File: config.mk
export PLATFORM = sky130hd
export DESIGN_NAME = lqhi_ram
export DESIGN_NICKNAME = d
export VERILOG_FILES = /design/src/hdl/lqhi_pkg.sv /design/src/hdl/lqhi_ram.sv
export SDC_FILE = /design/constraint.sdc
export NUM_CORES = 2
export LEC_CHECK = 0
export BUFFER_PORTS_ARGS = -buffer_cell sky130_fd_sc_hd__buf_2
export CORE_ASPECT_RATIO = 1.75
export CORE_UTILIZATION = 45
export CTS_BUF_LIST = sky130_fd_sc_hd__clkbuf_8
export DETAILED_ROUTE_END_ITERATION = 6
export SLEW_MARGIN = 0
export SYNTH_ARGS = -nofsm -noshare
export SYNTH_HDL_FRONTEND = slang
export SYNTH_SLANG_ARGS = --single-unit
File: constraint.sdc
create_clock -name i_clk -period 4 [get_ports i_clk]
set_clock_uncertainty 0.05 [all_clocks]
set_input_delay 0.4 -clock i_clk [delete_from_list [all_inputs] [get_ports i_clk]]
set_output_delay 0.4 -clock i_clk [all_outputs]
set_load 0.005 [all_outputs]
File: src/hdl/lqhi_pkg.sv
`timescale 1ns / 1ps
`default_nettype none

package lqhi_pkg;

    localparam int DEPTH_DEF = 128;
    localparam int WORD_W    = 32;
    localparam int COUNT_W   = 8;

    localparam logic [1:0] CMD_ENQ = 2'd0;
    localparam logic [1:0] CMD_DEQ = 2'd1;
    localparam logic [1:0] CMD_ILV = 2'd2;

    localparam logic [1:0] ST_OK    = 2'd0;
    localparam logic [1:0] ST_FULL  = 2'd1;
    localparam logic [1:0] ST_EMPTY = 2'd2;
    localparam logic [1:0] ST_ODD   = 2'd3;

endpackage

`default_nettype wire

File: src/hdl/lqhi_ram.sv
`timescale 1ns / 1ps
`default_nettype none

module lqhi_ram
    import lqhi_pkg::*;
#(
    parameter int DEPTH = DEPTH_DEF,
    parameter int AW    = $clog2(DEPTH),
    parameter int DW    = WORD_W
) (
    input  wire logic          i_clk,
    input  wire logic          i_we,
    input  wire logic [AW-1:0] i_waddr,
    input  wire logic [DW-1:0] i_wdata,
    input  wire logic [AW-1:0] i_raddr,
    output logic      [DW-1:0] o_rdata
);

    logic [DW-1:0] r_mem [DEPTH];

    always_ff @(posedge i_clk) begin
        if (i_we) begin
            r_mem[i_waddr] <= i_wdata;
        end
    end

    always_ff @(posedge i_clk) begin
        o_rdata <= r_mem[i_raddr];
    end

endmodule

`default_nettype wire

; Word level (Yosys, flattened, before mapping)
; Memory sizes are Yosys's and may differ from the RTL's. A register that Yosys moved wholly into a read port is not among the register bits.
; Cells that the tools add are included.
; Widths: inputs -> output; s select.
[op_classes]
mux = 2
[ops]
columns = op, count
row1 = $mux 1, 2
[totals]
ram_bits = 4096
register_bits = 0
memories = 1
out_inout_bits = 32
elab_cells = 3
[mem_list]
columns = name, depth, width, read_ports, rd_clocked_by_memory_dff, wr, line
row1 = r_mem, 128, 32, 1, 1, 1, lqhi_ram.sv:19  ; logic [DW-1:0] r_mem [DEPTH];

; Depth between registers and ports, before layout
[depth]
word_depth = 2
ltp_mapped = 8
mapped_depth_nobuf = 4

; Least setup slack after synthesis
; No wires, ideal clock.
[synth_timing]
path_type = input to register
start = input i_we
end = memory r_mem[98][0] in the netlist's numbering (enable)
path_stages = 3
path_slack_ps = 311
path_buffers = 1
arrival_ps = 3178
cell_sequence = clkbuf_1 nand4_1 nor3_1
[synth_between]
elab_chain_cells = 2
[synth_rtl]
columns = element, line
row1 = start: declaration, lqhi_ram.sv:12  ; input wire logic i_we,
row2 = $mux 1, lqhi_ram.sv:22  ; if (i_we) begin
row3 = $mux 1 (implied by the code), lqhi_ram.sv:23  ; r_mem[i_waddr] <= i_wdata;
row4 = end: declaration, lqhi_ram.sv:19
; No other way between the ends.

; Worst setup path after layout
[layout_timing]
start = input i_we
end = memory r_mem[70][20] in the netlist's numbering (enable)
; Same word-level chain as after synthesis.

==> reports/summary.txt <==
Vert. Die Dim: 782 um
CP Capture Type: register
Synth Register Bits: 4,128
DR vias/cell: 6.06
Clock latency on the worst-skew pair: 1.09 ns
Status: finished clean
Slowest CP cell: dlygate4sd3_1
RSZ-0062 raised after global routing: no
Total power: 83.5 mW
Fin. max-slew vios: 0
Final GP Congestion: 0.842
PortBufs: 79
Setup slack after layout: 1.13 ns
Layout cells sized above 1: 37.3%
Antenna Nets Post-Route: 0
WP buf/inv: 4
Setup Fix Bufs, Post-CTS: 0
Synth-to-Final Area Change: 14.0%
Initial antenna violation count: 69
Ys Warns: 0
Drt wl/cell: 37.2 um
Headroom to the max-slew limit: 17.6%
Placeable Area: 345,000 um2
Largest net degree at the start of global routing: 120
Final count of hold timing violations: 0
Compound-cell area share of the yosys netlist: 0%
Num ports: 80
Sequential cell area fraction in the yosys report: 79.1%
Max Cap Viol: 0
Most frequent cells in the layout: edfxtp_1, mux4_2, clkbuf_8, buf_4, inv_1
CTS clk-pin slew, worst paths: 0.06 ns
Gr ovfl total: 0
Post-Synthesis Cells: 5,990
Post-Synthesis Cell Area: 156,000 um2
Delay-heaviest family, CP: buffers and inverters
Area occupied by multi-input gates: 32,300 um2
Critical path required time: 4.66 ns
Starting Density: 45.3%
Drt pass-1 iters: 5
Gr usage total: 25.6%
Die width: 447 um
Root Buffer: clkbuf_8
Worst slew pin tran: 1.24 ns
Worst path cell trace: dlygate4sd3_1 > buf_2 > nor2b_1 > nand3_2 > dlygate4sd3_1 > nor2_4 > buf_4
Post-synth cell types: 17
Simple-gate share of the synthesized area: 0.446%
Critical Path AT: 3.53 ns
Largest family of logic cells by synthesized area: multiplexers
Worst path most repeated cell: dlygate4sd3_1
Synth Area in XOR/XNOR: 0%
Detailed Place HPWL: 259,000 um
CTS max path bufs: 4
Fill count: 26,348
Slowest cell delay on critical path: 0.67 ns
Max VDD drop: 276 uV
H-tree levels: 6
# DRC: 0
Register area: 124,000 um2
Peak Freq: 348 MHz
Die Area: 350,000 um2
Crit path time final: 2.87 ns
Power per cell area: 469 nW/um2
Mux cell area share after synthesis: 19.6%
Period utilization: 71.8%
Crit path kind: in -> reg
Placement Rows: 285
DP Worst Slack: 0.284 ns
CTS Buf Count: 570
CP max FO: 14
First-pass GRT wire length: 612,000 um
Fin nets: 6,811
Worst hold-check path type: in -> reg
Vias: 72,597
CTS tree: yes
Commonest non-fill, non-tap cell in the layout: edfxtp_1
Syn Nets: 6,038
Adder and majority cell fraction of the synthesized area: 0%
Vias in the first global route: 75,935
TNS Setup: 0 ns
Syn Area/Cell: 26.1 um2
Routed WL: 446,000 um
Final setup fails: 0
Worst setup SP type: input pin
Clk sinks: 4,128
1st-iter DRT viols: 7,943
Reported leakage power: 54.9 nW
## what timing repair did
item	CTS	global route
endpoints found under the hold margin	1767	0
gates resized for setup	0	0
hold buffers	36	0
## state kept, by name, summed over array words and instances, names as in the netlist
signal,cells
o_rdata,32
r_mem,4096
## metrics by stage
stage               area [um2]  cells  hold WS, ns  utilization [%]
floorplan               156000   5990        0.449                -
global placement        167000  10747        0.690             48.4
detailed placement      167000  10747        0.701             48.4
CTS                     178000  11776      0.00112             51.5
global route            178000  11978       0.0727             51.6
finish                  178000  11989       0.0974             51.7
## layout make-up
| cell class | instances | share of cell area [%] |
|---|---|---|
| Antenna cell | 213 | 0.299 |
| Clock buffer | 599 | 4.63 |
| Clock inverter | 394 | 1.19 |
| Multi-Input combinational cell | 1546 | 18.1 |
| Sequential cell | 4128 | 69.4 |
| Tap cell | 4592 | 3.23 |
| Timing Repair Buffer | 517 | 3.11 |
## Yosys cell counts, drive strengths merged
library cell  count  area share [%]
nand2b            2          0.0080
nand4             3           0.012
nor3              9           0.029
dfxtp            32            0.41
nand3            12           0.038
mux2             32            0.23
nor2            122            0.29
nor2b             7           0.028
nand2            14           0.034
or3               1          0.0040
clkbuf          182            0.44
edfxtp         4096              79
buf             134            0.40
mux4           1344              19
## worst min-delay path, stage by stage
cell and delay [ns]:
buf_2 0.15, nand3_1 0.10, buf_4 0.29, nor2_4 0.11
## routing by layer
metal,vias up,routed length [um],track usage (%)
met5,-,103,0
met4,16,26700,15.3
met3,782,27500,3.57
met2,3283,236000,44.1
met1,40341,156000,30.7
li1,28175,-,-
## power breakdown
group | total, mW | internal [mW] | switching [mW]
clock | 30.6 | 15.0 | 15.6
sequential | 47.9 | 47.8 | 0.179
combinational | 4.98 | 1.92 | 3.06
## cells by family after synthesis
group / after synthesis
multiplexers: 1376
buffers and inverters: 316
flip-flops: 4128
AND/OR/NAND/NOR: 170
## final timing paths
| path | slack, ns | from | depth (start not counted) | end |
|---|---|---|---|---|
| setup reg to reg | 1.23 | r_mem[80][4] | 4 | o_rdata[4] |
| hold / removal | 0.1 | i_waddr[4] | 4 | r_mem[29][21] |
| hold reg to reg | 1.08 | r_mem[28][29] | 4 | o_rdata[29] |
| setup / recovery | 1.13 | i_we | 7 | r_mem[70][20] |
(Power assumes the default switching activity.)
